**config.mk**
```make
export PLATFORM = sky130hd
export DESIGN_NAME = utf8_first_error_locator_flat
export DESIGN_NICKNAME = d
export VERILOG_FILES = /design/src/rtl/u8fel_pkg.sv /design/src/rtl/u8fel_text_if.sv /design/src/rtl/u8fel_result_if.sv /design/src/rtl/u8fel_in_reg.sv /design/src/rtl/u8fel_scan.sv /design/src/rtl/u8fel_out_reg.sv /design/src/rtl/utf8_first_error_locator.sv /design/src/flat_wrapper.sv
export SDC_FILE = /design/constraint.sdc
export NUM_CORES = 1
export LEC_CHECK = 0
export ABC_AREA = 1
export BUFFER_PORTS_ARGS = -buffer_cell sky130_fd_sc_hd__buf_4
export CAP_MARGIN = 20
export CORE_ASPECT_RATIO = 0.5
export CORE_MARGIN = 8
export CORE_UTILIZATION = 30
export CTS_CLUSTER_SIZE = 28
export DETAILED_ROUTE_END_ITERATION = 10
export GPL_TIMING_DRIVEN = 1
export PLACE_DENSITY = 0.49
export SLEW_MARGIN = 20
export SYNTH_ARGS = -nofsm -noshare
export SYNTH_HDL_FRONTEND = slang
export SYNTH_SLANG_ARGS = --single-unit
```
**constraint.sdc**
```tcl
create_clock -name clk -period 7 [get_ports clk]
set_input_delay 0.7 -clock clk [delete_from_list [all_inputs] [get_ports clk]]
set_output_delay 0.7 -clock clk [all_outputs]
set_load 0.01 [all_outputs]
```
**src/rtl/u8fel_pkg.sv**
```systemverilog
`timescale 1ns / 1ps

package u8fel_pkg;

    // Fixed field widths
    localparam int BYTE_BITS = 8;
    localparam int OUT_BITS  = 32;
    localparam int WIDE_BITS = 64;

    // Byte classes of strict UTF-8
    localparam logic [BYTE_BITS-1:0] ASCII_MAX     = 8'h7F;
    localparam logic [BYTE_BITS-1:0] LEAD2_MIN     = 8'hC2;
    localparam logic [BYTE_BITS-1:0] LEAD2_MAX     = 8'hDF;
    localparam logic [BYTE_BITS-1:0] LEAD3_MIN     = 8'hE0;
    localparam logic [BYTE_BITS-1:0] LEAD3_MAX     = 8'hEF;
    localparam logic [BYTE_BITS-1:0] LEAD4_MIN     = 8'hF0;
    localparam logic [BYTE_BITS-1:0] LEAD4_MAX     = 8'hF4;
    localparam logic [BYTE_BITS-1:0] CONT_MASK     = 8'hC0;
    localparam logic [BYTE_BITS-1:0] CONT_TAG      = 8'h80;
    localparam logic [BYTE_BITS-1:0] SURR_LEAD     = 8'hED;
    localparam logic [BYTE_BITS-1:0] E0_SECOND_MIN = 8'hA0;
    localparam logic [BYTE_BITS-1:0] F0_SECOND_MIN = 8'h90;
    localparam logic [BYTE_BITS-1:0] LINE_FEED     = 8'h0A;

    // One byte of text
    typedef struct packed {
        logic [BYTE_BITS-1:0] text_byte;
        logic                 final_byte;
    } item_t;

    // Input register contents handed to the scanner
    typedef struct packed {
        logic  valid;
        item_t item;
    } stage_t;

    // One verdict for a whole text
    typedef struct packed {
        logic                text_valid;
        logic [OUT_BITS-1:0] fault_offset;
        logic [OUT_BITS-1:0] fault_end;
        logic [OUT_BITS-1:0] fault_line;
        logic [OUT_BITS-1:0] fault_column;
    } result_t;

endpackage

```
**src/rtl/u8fel_text_if.sv**
```systemverilog
`timescale 1ns / 1ps

interface u8fel_text_if
    import u8fel_pkg::*;
();
    logic                 valid;
    logic                 ready;
    logic [BYTE_BITS-1:0] text_byte;
    logic                 final_byte;

    modport source (output valid, output text_byte, output final_byte, input ready);
    modport sink   (input valid, input text_byte, input final_byte, output ready);
endinterface

```
**src/rtl/u8fel_result_if.sv**
```systemverilog
`timescale 1ns / 1ps

interface u8fel_result_if
    import u8fel_pkg::*;
();
    logic                valid;
    logic                ready;
    logic                text_valid;
    logic [OUT_BITS-1:0] fault_offset;
    logic [OUT_BITS-1:0] fault_end;
    logic [OUT_BITS-1:0] fault_line;
    logic [OUT_BITS-1:0] fault_column;

    modport source (
        output valid, output text_valid, output fault_offset, output fault_end,
        output fault_line, output fault_column, input ready
    );
    modport sink (
        input valid, input text_valid, input fault_offset, input fault_end,
        input fault_line, input fault_column, output ready
    );
endinterface

```
**src/rtl/u8fel_in_reg.sv**
```systemverilog
`timescale 1ns / 1ps

module u8fel_in_reg
    import u8fel_pkg::*;
(
    input  logic              clk,
    input  logic              rst_n,
    u8fel_text_if.sink        text,
    input  logic              adv,
    output stage_t            stage
);

    logic  valid_reg;
    logic  valid_next;
    item_t item_reg;
    logic  take;

    // Accept a new item whenever the held one leaves or the stage is empty
    assign text.ready = !valid_reg || adv;
    assign take       = text.valid && text.ready;

    always_comb
    begin
        valid_next = valid_reg;
        if (take)
        begin
            valid_next = 1'b1;
        end
        else if (adv)
        begin
            valid_next = 1'b0;
        end
    end

    // Hold control under reset
    always_ff @(posedge clk or negedge rst_n)
    begin
        if (!rst_n)
        begin
            valid_reg <= 1'b0;
        end
        else
        begin
            valid_reg <= valid_next;
        end
    end

    // Capture the payload
    always_ff @(posedge clk)
    begin
        if (take)
        begin
            item_reg.text_byte  <= text.text_byte;
            item_reg.final_byte <= text.final_byte;
        end
    end

    assign stage.valid = valid_reg;
    assign stage.item  = item_reg;

endmodule

```
**src/rtl/u8fel_scan.sv**
```systemverilog
`timescale 1ns / 1ps

module u8fel_scan
    import u8fel_pkg::*;
#(
    parameter int COUNT_BITS = 32
)
(
    input  logic    clk,
    input  logic    rst_n,
    input  logic    adv,
    input  stage_t  stage,
    output logic    emit,
    output result_t res
);

    localparam int CW = COUNT_BITS;
    typedef logic [CW-1:0] cnt_t;

    localparam cnt_t CNT_ZERO = '0;
    localparam cnt_t CNT_ONE  = CW'(1);

    // Saturating increment of a counter
    function automatic cnt_t sat_inc(input cnt_t v);
        return (&v) ? v : v + CNT_ONE;
    endfunction

    // Limit a counter value to the output width
    function automatic logic [OUT_BITS-1:0] clip(input cnt_t v);
        logic [WIDE_BITS-1:0] w;
        w = WIDE_BITS'(v);
        return (w > WIDE_BITS'({OUT_BITS{1'b1}})) ? {OUT_BITS{1'b1}} : w[OUT_BITS-1:0];
    endfunction

    cnt_t                 pos_reg, pos_next;
    cnt_t                 seq_start_reg, seq_start_next;
    logic [1:0]           remain_reg, remain_next;
    logic [BYTE_BITS-1:0] lead_reg, lead_next;
    logic                 second_reg, second_next;
    cnt_t                 line_reg, line_next;
    cnt_t                 col_reg, col_next;
    cnt_t                 start_line_reg, start_line_next;
    cnt_t                 start_col_reg, start_col_next;
    logic                 fault_seen_reg, fault_seen_next;
    cnt_t                 fault_off_reg, fault_off_next;
    cnt_t                 fault_line_reg, fault_line_next;
    cnt_t                 fault_col_reg, fault_col_next;

    logic [BYTE_BITS-1:0] b;
    logic                 fin;
    logic                 bad;
    cnt_t                 end_v;

    assign b    = stage.item.text_byte;
    assign fin  = stage.item.final_byte;
    assign emit = adv && fin;

    // Decode the byte against the sequence in flight
    always_comb
    begin
        pos_next        = pos_reg;
        seq_start_next  = seq_start_reg;
        remain_next     = remain_reg;
        lead_next       = lead_reg;
        second_next     = second_reg;
        start_line_next = start_line_reg;
        start_col_next  = start_col_reg;
        fault_seen_next = fault_seen_reg;
        fault_off_next  = fault_off_reg;
        fault_line_next = fault_line_reg;
        fault_col_next  = fault_col_reg;
        bad             = 1'b0;

        if (!fault_seen_reg)
        begin
            if (remain_reg == 2'd0)
            begin
                // Start a new sequence at this lead byte
                seq_start_next  = pos_reg;
                start_line_next = line_reg;
                start_col_next  = col_reg;
                lead_next       = b;
                priority if (b <= ASCII_MAX)
                begin
                    remain_next = 2'd0;
                end
                else if (b >= LEAD2_MIN && b <= LEAD2_MAX)
                begin
                    remain_next = 2'd1;
                end
                else if (b >= LEAD3_MIN && b <= LEAD3_MAX)
                begin
                    remain_next = 2'd2;
                end
                else if (b >= LEAD4_MIN && b <= LEAD4_MAX)
                begin
                    remain_next = 2'd3;
                end
                else
                begin
                    remain_next     = 2'd0;
                    fault_seen_next = 1'b1;
                    fault_off_next  = pos_reg;
                    fault_line_next = line_reg;
                    fault_col_next  = col_reg;
                end
                second_next = (remain_next != 2'd0);
            end
            else
            begin
                // Check a continuation byte, with the tighter second-byte ranges
                bad = (b & CONT_MASK) != CONT_TAG;
                if (second_reg)
                begin
                    if ((lead_reg == LEAD3_MIN && b < E0_SECOND_MIN) ||
                        (lead_reg == SURR_LEAD && b >= E0_SECOND_MIN) ||
                        (lead_reg == LEAD4_MIN && b < F0_SECOND_MIN) ||
                        (lead_reg == LEAD4_MAX && b >= F0_SECOND_MIN))
                    begin
                        bad = 1'b1;
                    end
                end
                second_next = 1'b0;
                if (bad)
                begin
                    remain_next     = 2'd0;
                    fault_seen_next = 1'b1;
                    fault_off_next  = seq_start_reg;
                    fault_line_next = start_line_reg;
                    fault_col_next  = start_col_reg;
                end
                else
                begin
                    remain_next = remain_reg - 2'd1;
                end
            end
        end

        // Advance position, line and column
        if (b == LINE_FEED)
        begin
            line_next = sat_inc(line_reg);
            col_next  = CNT_ONE;
        end
        else
        begin
            line_next = line_reg;
            col_next  = sat_inc(col_reg);
        end
        pos_next = sat_inc(pos_reg);

        // Flag a sequence cut off by the end of the text
        if (fin && !fault_seen_next && remain_next != 2'd0)
        begin
            fault_seen_next = 1'b1;
            fault_off_next  = seq_start_next;
            fault_line_next = start_line_next;
            fault_col_next  = start_col_next;
        end
    end

    // Form the verdict for a final byte
    always_comb
    begin
        end_v = sat_inc(fault_off_next);
        if (end_v > pos_next)
        begin
            end_v = pos_next;
        end
        res.text_valid = !fault_seen_next;
        if (fault_seen_next)
        begin
            res.fault_offset = clip(fault_off_next);
            res.fault_end    = clip(end_v);
            res.fault_line   = clip(fault_line_next);
            res.fault_column = clip(fault_col_next);
        end
        else
        begin
            res.fault_offset = clip(pos_next);
            res.fault_end    = clip(pos_next);
            res.fault_line   = clip(line_next);
            res.fault_column = clip(col_next);
        end
    end

    // Update state per item; return to reset after the final byte
    always_ff @(posedge clk or negedge rst_n)
    begin
        if (!rst_n)
        begin
            pos_reg        <= CNT_ZERO;
            seq_start_reg  <= CNT_ZERO;
            remain_reg     <= 2'd0;
            lead_reg       <= '0;
            second_reg     <= 1'b0;
            line_reg       <= CNT_ONE;
            col_reg        <= CNT_ONE;
            start_line_reg <= CNT_ONE;
            start_col_reg  <= CNT_ONE;
            fault_seen_reg <= 1'b0;
            fault_off_reg  <= CNT_ZERO;
            fault_line_reg <= CNT_ZERO;
            fault_col_reg  <= CNT_ZERO;
        end
        else if (adv)
        begin
            if (fin)
            begin
                pos_reg        <= CNT_ZERO;
                seq_start_reg  <= CNT_ZERO;
                remain_reg     <= 2'd0;
                lead_reg       <= '0;
                second_reg     <= 1'b0;
                line_reg       <= CNT_ONE;
                col_reg        <= CNT_ONE;
                start_line_reg <= CNT_ONE;
                start_col_reg  <= CNT_ONE;
                fault_seen_reg <= 1'b0;
                fault_off_reg  <= CNT_ZERO;
                fault_line_reg <= CNT_ZERO;
                fault_col_reg  <= CNT_ZERO;
            end
            else
            begin
                pos_reg        <= pos_next;
                seq_start_reg  <= seq_start_next;
                remain_reg     <= remain_next;
                lead_reg       <= lead_next;
                second_reg     <= second_next;
                line_reg       <= line_next;
                col_reg        <= col_next;
                start_line_reg <= start_line_next;
                start_col_reg  <= start_col_next;
                fault_seen_reg <= fault_seen_next;
                fault_off_reg  <= fault_off_next;
                fault_line_reg <= fault_line_next;
                fault_col_reg  <= fault_col_next;
            end
        end
    end

endmodule

```
**src/rtl/u8fel_out_reg.sv**
```systemverilog
`timescale 1ns / 1ps

module u8fel_out_reg
    import u8fel_pkg::*;
(
    input  logic            clk,
    input  logic            rst_n,
    input  logic            load,
    input  result_t         data,
    u8fel_result_if.source  result,
    output logic            hold
);

    logic    valid_reg;
    logic    valid_next;
    result_t data_reg;

    // Keep the verdict until the receiver takes it
    always_comb
    begin
        valid_next = valid_reg;
        if (load)
        begin
            valid_next = 1'b1;
        end
        else if (result.ready)
        begin
            valid_next = 1'b0;
        end
    end

    always_ff @(posedge clk or negedge rst_n)
    begin
        if (!rst_n)
        begin
            valid_reg <= 1'b0;
        end
        else
        begin
            valid_reg <= valid_next;
        end
    end

    always_ff @(posedge clk)
    begin
        if (load)
        begin
            data_reg <= data;
        end
    end

    assign hold                = valid_reg && !result.ready;
    assign result.valid        = valid_reg;
    assign result.text_valid   = data_reg.text_valid;
    assign result.fault_offset = data_reg.fault_offset;
    assign result.fault_end    = data_reg.fault_end;
    assign result.fault_line   = data_reg.fault_line;
    assign result.fault_column = data_reg.fault_column;

endmodule

```
**src/rtl/utf8_first_error_locator.sv**
```systemverilog
`timescale 1ns / 1ps
// Strict UTF-8 checker that locates the first bad sequence of a text.
// Channel text: one byte per item (text_byte, final_byte); final_byte marks
// the last byte of a text. Channel result: one item per text, sent for its
// final byte: text_valid, and the offset, span end, 1-based line and column
// of the first bad sequence (or the end-of-text position when valid).
// A final byte goes from the input register via the scanner to the result register.
// Throughput: one byte per cycle while no final byte waits, set by the single pass
// from the input register through decode and counters into the state registers.
// Counters are COUNT_BITS wide and saturate; outputs saturate at 32 bits.
// Reset clears both registers and sets the scanner to the start of a text;
// no result is pending afterwards. After each final byte the scanner starts
// over for the next text.
// Receiver stall: non-final bytes keep flowing since they give no result;
// a final byte waits in the input register while a result is not taken,
// and text.ready drops behind it.
module utf8_first_error_locator
    import u8fel_pkg::*;
#(
    parameter int COUNT_BITS = 32
)
(
    input  logic            clk,
    input  logic            rst_n,
    u8fel_text_if.sink      text,
    u8fel_result_if.source  result
);

    stage_t  stage;
    logic    adv;
    logic    emit;
    logic    hold;
    result_t res;

    // Advance the held item unless it is final and the result slot is busy
    assign adv = stage.valid && !(stage.item.final_byte && hold);

    u8fel_in_reg u_in_reg (
        .clk   (clk),
        .rst_n (rst_n),
        .text  (text),
        .adv   (adv),
        .stage (stage)
    );

    u8fel_scan #(
        .COUNT_BITS (COUNT_BITS)
    ) u_scan (
        .clk   (clk),
        .rst_n (rst_n),
        .adv   (adv),
        .stage (stage),
        .emit  (emit),
        .res   (res)
    );

    u8fel_out_reg u_out_reg (
        .clk    (clk),
        .rst_n  (rst_n),
        .load   (emit),
        .data   (res),
        .result (result),
        .hold   (hold)
    );

endmodule

```
**src/flat_wrapper.sv**
```systemverilog
// flat-port wrapper written by rule: the top's interface ports become plain ports
module utf8_first_error_locator_flat import u8fel_pkg::*;
#(
    parameter int COUNT_BITS = 32
)
  (clk, rst_n, text_valid, text_text_byte, text_final_byte, text_ready, result_valid, result_text_valid, result_fault_offset, result_fault_end, result_fault_line, result_fault_column, result_ready);
  u8fel_text_if text_i ();
  u8fel_result_if result_i ();
  input  logic clk;
  input  logic rst_n;
  input wire logic [$bits(text_i.valid)-1:0] text_valid;
  input wire logic [$bits(text_i.text_byte)-1:0] text_text_byte;
  input wire logic [$bits(text_i.final_byte)-1:0] text_final_byte;
  output wire logic [$bits(text_i.ready)-1:0] text_ready;
  output wire logic [$bits(result_i.valid)-1:0] result_valid;
  output wire logic [$bits(result_i.text_valid)-1:0] result_text_valid;
  output wire logic [$bits(result_i.fault_offset)-1:0] result_fault_offset;
  output wire logic [$bits(result_i.fault_end)-1:0] result_fault_end;
  output wire logic [$bits(result_i.fault_line)-1:0] result_fault_line;
  output wire logic [$bits(result_i.fault_column)-1:0] result_fault_column;
  input wire logic [$bits(result_i.ready)-1:0] result_ready;
  assign text_i.valid = text_valid;
  assign text_i.text_byte = text_text_byte;
  assign text_i.final_byte = text_final_byte;
  assign text_ready = text_i.ready;
  assign result_valid = result_i.valid;
  assign result_text_valid = result_i.text_valid;
  assign result_fault_offset = result_i.fault_offset;
  assign result_fault_end = result_i.fault_end;
  assign result_fault_line = result_i.fault_line;
  assign result_fault_column = result_i.fault_column;
  assign result_i.ready = result_ready;
  utf8_first_error_locator #(.COUNT_BITS(COUNT_BITS)) u_core (.clk(clk), .rst_n(rst_n), .text(text_i), .result(result_i));
endmodule
```
Word-level counts from Yosys, hierarchy flattened
Index checks and enable logic that the tools add are counted.

word-level totals
  input port bits = 13
  output and inout port bits = 131
  word-level logic and storage cells = 161
  register bits after elaboration = 440

cells by class
  add/subtract/negate cells = 5
  reduce and logical (&&, ||, !) cells = 35
  magnitude comparators = 12
  equality and inequality tests = 7
  muxes and demuxes = 80

operators with widths
  operator                                                                           count
  32-bit 2-to-1 mux                                                                  46
  32-bit by 1-bit adder with 32-bit output (second input constant)                   4
  128-bit 2-to-1 mux                                                                 1
  32-bit AND reduction                                                               4
  8-bit >= comparator (second input constant)                                        5
  8-bit equality test (second input constant)                                        4
  32-bit > comparator                                                                1
  8-bit less-or-equal comparator (second input constant)                             3
  8-bit 2-to-1 mux                                                                   3
  1-bit 2-to-1 mux                                                                   20
  2-bit 2-to-1 mux                                                                   10
  8-bit < comparator (second input constant)                                         2
  1-bit logical AND                                                                  14
  2-bit nonzero test                                                                 5
  8-bit by 4-bit equality test with 1-bit output (second input constant)             1
  8-bit by 7-bit less-or-equal comparator with 1-bit output (second input constant)  1
  1-bit logical NOT                                                                  5
  1-bit logical OR                                                                   4
  3-bit AND reduction                                                                1
  2-bit logical NOT                                                                  1
  2-bit by 1-bit inequality test with 1-bit output (second input constant)           1
  2-bit inequality test (second input constant)                                      1
  2-bit AND reduction                                                                1
  2-bit by 1-bit subtractor with 2-bit output (second input constant)                1

Depth between registers and ports, before layout
Gate-level depths: netlist (run 1).

  depth in word-level cells = 21
  gate-level depth with buffers = 42
  depth with buffers taken out = 38

By module
From an unflattened synthesis (run 1), not the netlist that was laid out.

second synthesis, totals
  cell total of the unflattened synthesis = 3743
  area total of the unflattened synthesis = 27490.1 um^2

modules (own cells, without submodules)
  module                    instances  sequential area each (um^2)  cells an instance  area each (um^2)
  u8fel_scan                1          7512.2                       3590               23234.8
  u8fel_out_reg             1          3898.7                       135                3920.0
  u8fel_in_reg              1          295.3                        16                 322.8
  utf8_first_error_locator  1          0.0                          2                  12.5

Worst setup path after synthesis (run 1)
OpenSTA, ideal clock, no wires.

  path type = register to register
  start = register u_core.u_in_reg.item_reg (netlist bit u_core.u_in_reg.stage[5])
  end = register u_core.u_out_reg.data_reg (netlist bit u_core.u_out_reg.result.fault_end[0]), data pin
  required time = 6.869 ns
  buffers on the path = 5
  stages on the path, launching flop included = 40
  path slack = 2.336 ns
  period minus slack after synthesis = 4.664 ns
  data arrival time = 4.533 ns
  library setup time = 0.131 ns
  cells stage by stage = edfxtp_1 nor2_1 nand2_2 nand2_1 nor2_2 nor2_2 nand2_2 buf_6 nand4_2 nand2_2 nand2_4 nand2_8 nand2_8 buf_12 buf_6 nand2_1 nand2_4 ha_1 [... 4 more ...] nand3_1 o21a_1 ha_1 inv_1 nor2_1 nor2_1 o21a_1 o221ai_1 nand2_1 o2111ai_1 nand2_1 nand2_1 nand2_1 nand2_1 buf_2 clkbuf_1 nand2_1 nand2_1

RTL lines
  item                    line                 source
  start: declaration      u8fel_in_reg.sv:15   item_t item_reg;
  end signal: assignment  u8fel_out_reg.sv:48  data_reg <= data;
  end: declaration        u8fel_out_reg.sv:16  result_t data_reg;

==> metrics.csv, run 1 <==
metric,value,unit
post-synthesis net count,3797,
worst skew pair latency,640,ps
dpl hpwl,63500,um
VDD IR max,0.000362,V
CP Class,register to register,
total setup buffers inserted after CTS,0,
# IOs,144,
routability cong.,0.955,
GR Util met3,0.0291,
Post-synth ARST share,0.686,
Rel. slew slack,0.242,
"most used cell, CP",nand2_1,
clk sink count,440,
Hold Crit Class,input port to asynchronous set/reset pin,
Synth top area share,0.271,
P_sw,6830,uW
number of setup violations in the final report,0,
placed cell areas,0.0295,sq mm
Comb pwr share,0.527,
LEAKAGE,0.0128,uW
final setup skew,43.3,ps
Tcrit/Tclk final,0.889,
GR peak layer,met2,
Fin. Hold Viols,0,
hold bufs inserted after CTS,0,
final max-slew violation count,0,
P_int,7310,uW
Worst R2R Setup Slack,780,ps
H-tree Lvls,2,
Final nets,3795,
die area,0.102,sq mm
FF-to-FF Start,u_core.u_in_reg.stage[5]$_DFFE_PP_,
first-pass GRT wire length,153000,um
CTS Buffer Depth,3,
antenna violations before repair,0,
CP max stage cell,edfxtp_1,
GRT Total Usage,0.186,
status,finished clean,
initial drt markers,2895,
Post-Syn Area,0.0275,sq mm
Setup crit end kind,register,
Synth Area per Inst,7.35,sq um
CTS resizes,0,
fin area,0.0311,sq mm
via count,26476,
clock slew at reported path FFs,60,ps
Fill cells,9651,
Mapped Cells,3747,
antenna-violating nets left,0,
vias per inst,5.31,
DRT Pass-1 Iters,5,
Wirelength per Cell,19.9,um
port buffer count,143,
CP startpoint kind,register,
worst setup path start,u_core.u_in_reg.stage[5]$_DFFE_PP_,
Final min period,6220,ps
synth warn,0,
Worst Path Required,7360,ps
"Seq/Total Area, Yosys",0.425,
Power Total,14100,uW
largest cells by area after synthesis,"dfrtp_1, edfxtp_1, nand2_1, o21ai_0, nand3_1",
total CTS buffers,47,
Fin Hold WS,34.0,ps
ys flop type,dfrtp_1,
Die Ht,230,um
Worst path max stage delay,430,ps
"FF+latch count, synth",440,
Util after Layout,0.342,
Sequential Power Share,0.291,
share of layout cells above drive strength 1,0.0922,
grt total ovfl,0,
Worst-Margin Slew,1140,ps
total wire length,99200,um
vias in the first global route,24650,
number of diodes,0,
met2 usage,0.287,
drt drc,0,
Max Cap Viol,0,
clock group share of total power,0.182,
Initial Utilization,0.303,
largest net degree at the start of global routing,165,
Power Density,455,mW/mm^2
worst-path fanout max,49,
setup TNS,0,ps
CTS root buffer,clkbuf_16,
"EDFF count, synth",138,
Layout area overhead,12.8,%
Core Box Area,0.0908,sq mm
met1 Track Usage GR,0.272,
fmax,161,MHz
CP arrival,6580,ps
die extent in x,444,um
Yosys top cell by area,dfrtp_1,
row count,78,
TritonCTS clock tree,built,
Net Sw Frac,0.483,
unrepaired setup endpoints after global routing,no,
Synth cell types,52,
## routing by layer
| layer | share of wire | wire, um | up-vias |
|---|---|---|---|
| met3 | 0.064 | 6310 | 127 |
| met5 | 0 | 0 | - |
| met1 | 0.48 | 47100 | 12783 |
| li1 | - | - | 12646 |
| met4 | 0.020 | 2030 | 0 |
| met2 | 0.44 | 43700 | 920 |
## per-stage QoR
step	setup WS (ps)	std cells
floorplan	2340	3747
global placement	574	4895
detailed placement	576	4895
CTS	542	4983
global route	106	4984
finish	780	4984
## critical path: cells and delay by family, from the launching register on
family / cells / cell delay, ps
AND/OR/NAND/NOR: 27 / 4100
buffers and inverters: 6 / 820
adder cells (fa/ha/maj): 2 / 520
flip-flops: 1 / 430
## final timing paths
check                                                             endpoint  cells past startpoint
max                        u_core.u_out_reg.result.fault_end[17]$_DFFE_PP_                     35
min                            u_core.u_scan.fault_line_reg[9]$_DFFE_PN0P_                      1
max reg2reg                u_core.u_out_reg.result.fault_end[17]$_DFFE_PP_                     35
min reg2reg                           u_core.u_scan.second_reg$_DFFE_PN0P_                      1
max in group asynchronous             u_core.u_scan.pos_reg[4]$_DFFE_PN0P_                      2
min in group clk                        u_core.u_in_reg.stage[0]$_DFFE_PP_                      1
## area by class of cell
cell class | instances | area (sq um) | area share
Clock inverter | 26 | 254 | 0.00818
Sequential cell | 440 | 11700 | 0.377
Clock buffer | 62 | 1260 | 0.0407
Tap cell | 1200 | 1500 | 0.0484
Inverter | 367 | 1400 | 0.0451
Timing Repair Buffer | 183 | 1430 | 0.0461
Multi-Input combinational cell | 2706 | 13500 | 0.435
## cell usage after synthesis, drive strengths merged, types with 67 or more instances
master and n:
clkbuf 163, o21ai 551, a21oi 110, nand3 350
o22ai 119, edfxtp 138, buf 71, nor2 185
xor2 67, inv 366, nand2 1028, dfrtp 298
o211ai 104
## cell families after synthesis
family	count (synthesis)	share of synthesized area
and+or+nand+nor	1692	0.267
AOI/OAI and AO/OA	908	0.183
buffers and inverters	601	0.0864
DFF	440	0.425
xor gates and xnor gates	68	0.0216
adders and majority gates	37	0.0168
muxes	1	0.000364
## layout by cell type (no fill, tap or decap), types with 3 or more instances in the layout
cell type	synthesis	final
a211oi_1	7	7
a21boi_0	3	3
nand2_2	33	33
nor2_2	17	17
or2_2	7	7
o21ai_1	18	18
and2_1	5	5
nor2_1	166	163
o21ai_0	531	531
clkinv_2	0	12
clkbuf_1	163	12
o22ai_1	119	119
inv_2	10	8
ha_1	37	36
o211ai_1	104	104
clkbuf_8	0	3
inv_1	356	351
xor2_1	67	67
nand2_4	6	8
dfrtp_1	298	298
nor4_1	12	12
nand3_4	3	3
bufinv_16	0	3
nand3_1	347	347
buf_4	4	178
nand3b_1	20	20
edfxtp_1	138	138
nor2_4	1	4
nand4_1	32	32
dfstp_2	4	4
nand2_1	987	985
clkinv_1	1	11
clkbuf_16	0	47
a21oi_1	110	109
nor3_1	50	50
inv_6	0	3
a21boi_1	4	4
## power groups by stage
stage / Combinational, uW / Sequential (uW) / Clock [uW]
floorplan: 5040 / 4100 / 0
global placement: 7360 / 4140 / 0
detailed placement: 7390 / 4150 / 0
CTS: 7430 / 4110 / 2650
global route: 8350 / 4210 / 2750
finish: 7460 / 4110 / 2570
Note: power is estimated with default switching activity, not from simulation.
==> run 2: changes to the inputs <==
CORE_UTILIZATION = 43   (was 30)
PLACE_DENSITY = 0.63   (was 0.49)
==> metrics.csv, run 2 (synthesized netlist as in run 1, its figures left out) <==
metric,value,unit
setup TNS,0,ps
Rel. slew slack,0.302,
"Cell Count, Final, Fillers Out",4616,
status,finished clean,
final setup skew,24.0,ps
H-tree Lvls,2,
Fin. Hold Viols,0,
Worst R2R Setup Slack,730,ps
Hold Crit Class,input port to asynchronous set/reset pin,
die extent in x,374,um
vias per inst,5.78,
CTS Buffer Depth,3,
Power Density,457,mW/mm^2
Die Ht,195,um
Worst path max stage delay,480,ps
# IOs,144,
Util after Layout,0.483,
FF-to-FF Start,u_core.u_in_reg.stage[5]$_DFFE_PP_,
CP max stage cell,or2_2,
Tcrit/Tclk final,0.896,
first-pass GRT wire length,144000,um
Final min period,6270,ps
number of diodes,0,
"leading cell type in the layout, fill and taps excluded",nand2_1,
CP startpoint kind,register,
worst skew pair latency,590,ps
Critical R2R Capture,u_core.u_out_reg.result.fault_end[17]$_DFFE_PP_,
port buffer count,143,
clk sink count,440,
CTS resizes,0,
hold bufs inserted after CTS,0,
share of layout cells above drive strength 1,0.0921,
CP endpoint,u_core.u_out_reg.result.fault_end[17]$_DFFE_PP_,
vias in the first global route,25013,
Fin Hold WS,171,ps
CTS root buffer,clkbuf_16,
Worst-Margin Slew,1050,ps
total CTS buffers,44,
DRT Pass-1 Iters,6,
R2R cell count,35,
row count,65,
LEAKAGE,0.0128,uW
Power Total,14000,uW
GRT Total Usage,0.239,
VDD IR max,0.000239,V
Max Cap Viol,0,
Final nets,3793,
"leading cell types in the layout, fill and taps excluded","nand2_1, o21ai_0, inv_1",
antenna violations before repair,0,
routability cong.,1.01,
largest net degree at the start of global routing,111,
placed insts,4533,
Worst Path Required,7450,ps
worst setup path start,u_core.u_in_reg.stage[5]$_DFFE_PP_,
via count,26691,
Core Box Area,0.0632,sq mm
Layout area overhead,10.9,%
initial drt markers,3101,
Initial Utilization,0.436,
total wire length,91000,um
dpl hpwl,58700,um
antenna-violating nets left,0,
grt total ovfl,0,
Setup crit end kind,register,
unrepaired setup endpoints after global routing,no,
final max-slew violation count,0,
clock slew at reported path FFs,70,ps
Wirelength per Cell,19.7,um
TritonCTS clock tree,built,
total setup buffers inserted after CTS,0,
die area,0.0729,sq mm
fmax,159,MHz
"most used cell, CP",nand2_1,
CP Class,register to register,
worst-path fanout max,49,
drt drc,0,
number of setup violations in the final report,0,
CP arrival,6720,ps
-- run 2: cell count changes in the layout (fill, tap and decap cells not counted), moves of 2 or more --
cell,delta
buf_4,+3
bufinv_16,+3
clkbuf_16,-2
clkinv_2,-2
inv_6,+2
clkinv_1,-3
clkinv_16,-2
-- run 2: report_power, final --
part | switching, uW | total [uW] | internal (uW)
clock network | 1100 | 2540 | 1440
registers | 459 | 4080 | 3620
logic | 5040 | 7340 | 2300
total | 6610 | 14000 | 7360
-- run 2: worst min-delay path by stage --
| stage | from | to | slack [ps] | cells after the start |
|---|---|---|---|---|
| 4_1_cts | rst_n | u_core.u_scan.fault_col_reg[30]$_DFFE_PN0P_ | 240 | 1 |
| 3_3_place_gp | u_core.u_scan.second_reg$_DFFE_PN0P_ | u_core.u_scan.second_reg$_DFFE_PN0P_ | 480 | 1 |
| 2_1_floorplan | rst_n | u_core.u_in_reg.valid_reg$_DFFE_PN0P_ | 400 | 0 |
| 3_5_place_dp | u_core.u_scan.second_reg$_DFFE_PN0P_ | u_core.u_scan.second_reg$_DFFE_PN0P_ | 490 | 1 |
| 5_1_grt | rst_n | u_core.u_scan.fault_col_reg[31]$_DFFE_PN0P_ | 250 | 1 |
| 6_report | rst_n | u_core.u_scan.fault_col_reg[30]$_DFFE_PN0P_ | 170 | 1 |
-- run 2: per-layer routing --
| layer | wire length [um] | global-route usage |
|---|---|---|
| met1 | 41000 | 0.342 |
| met3 | 7060 | 0.0366 |
| met2 | 40600 | 0.373 |
| met4 | 2310 | 0.0681 |
| met5 | 0 | 0 |
-- run 2: per-stage QoR --
| stage | setup slack, ps | instance area [sq um] |
|---|---|---|
| global placement | 797 | 29000 |
| global route | 14.2 | 30500 |
| detailed placement | 794 | 29000 |
| CTS | 719 | 30500 |
| finish | 729 | 30500 |
| floorplan | 2340 | 27500 |
-- run 2: cell type report --
class | instances | area, sq um
clock buffers | 59 | 1210
clock inverters | 23 | 264
fillers | 6210 | 32700
inverters | 367 | 1400
multi-input cells | 2706 | 13500
flip-flops and latches | 440 | 11700
well taps | 837 | 1050
repair buffers | 184 | 1410
-- run 2: worst max-delay path, delay by kind of cell, from the launching register on --
family	cells	cell delay, ps
and+or+nand+nor	26	3730
adders and majority gates	1	280
buffers and inverters	4	880
DFF	1	430
AOI/OAI and AO/OA	4	750
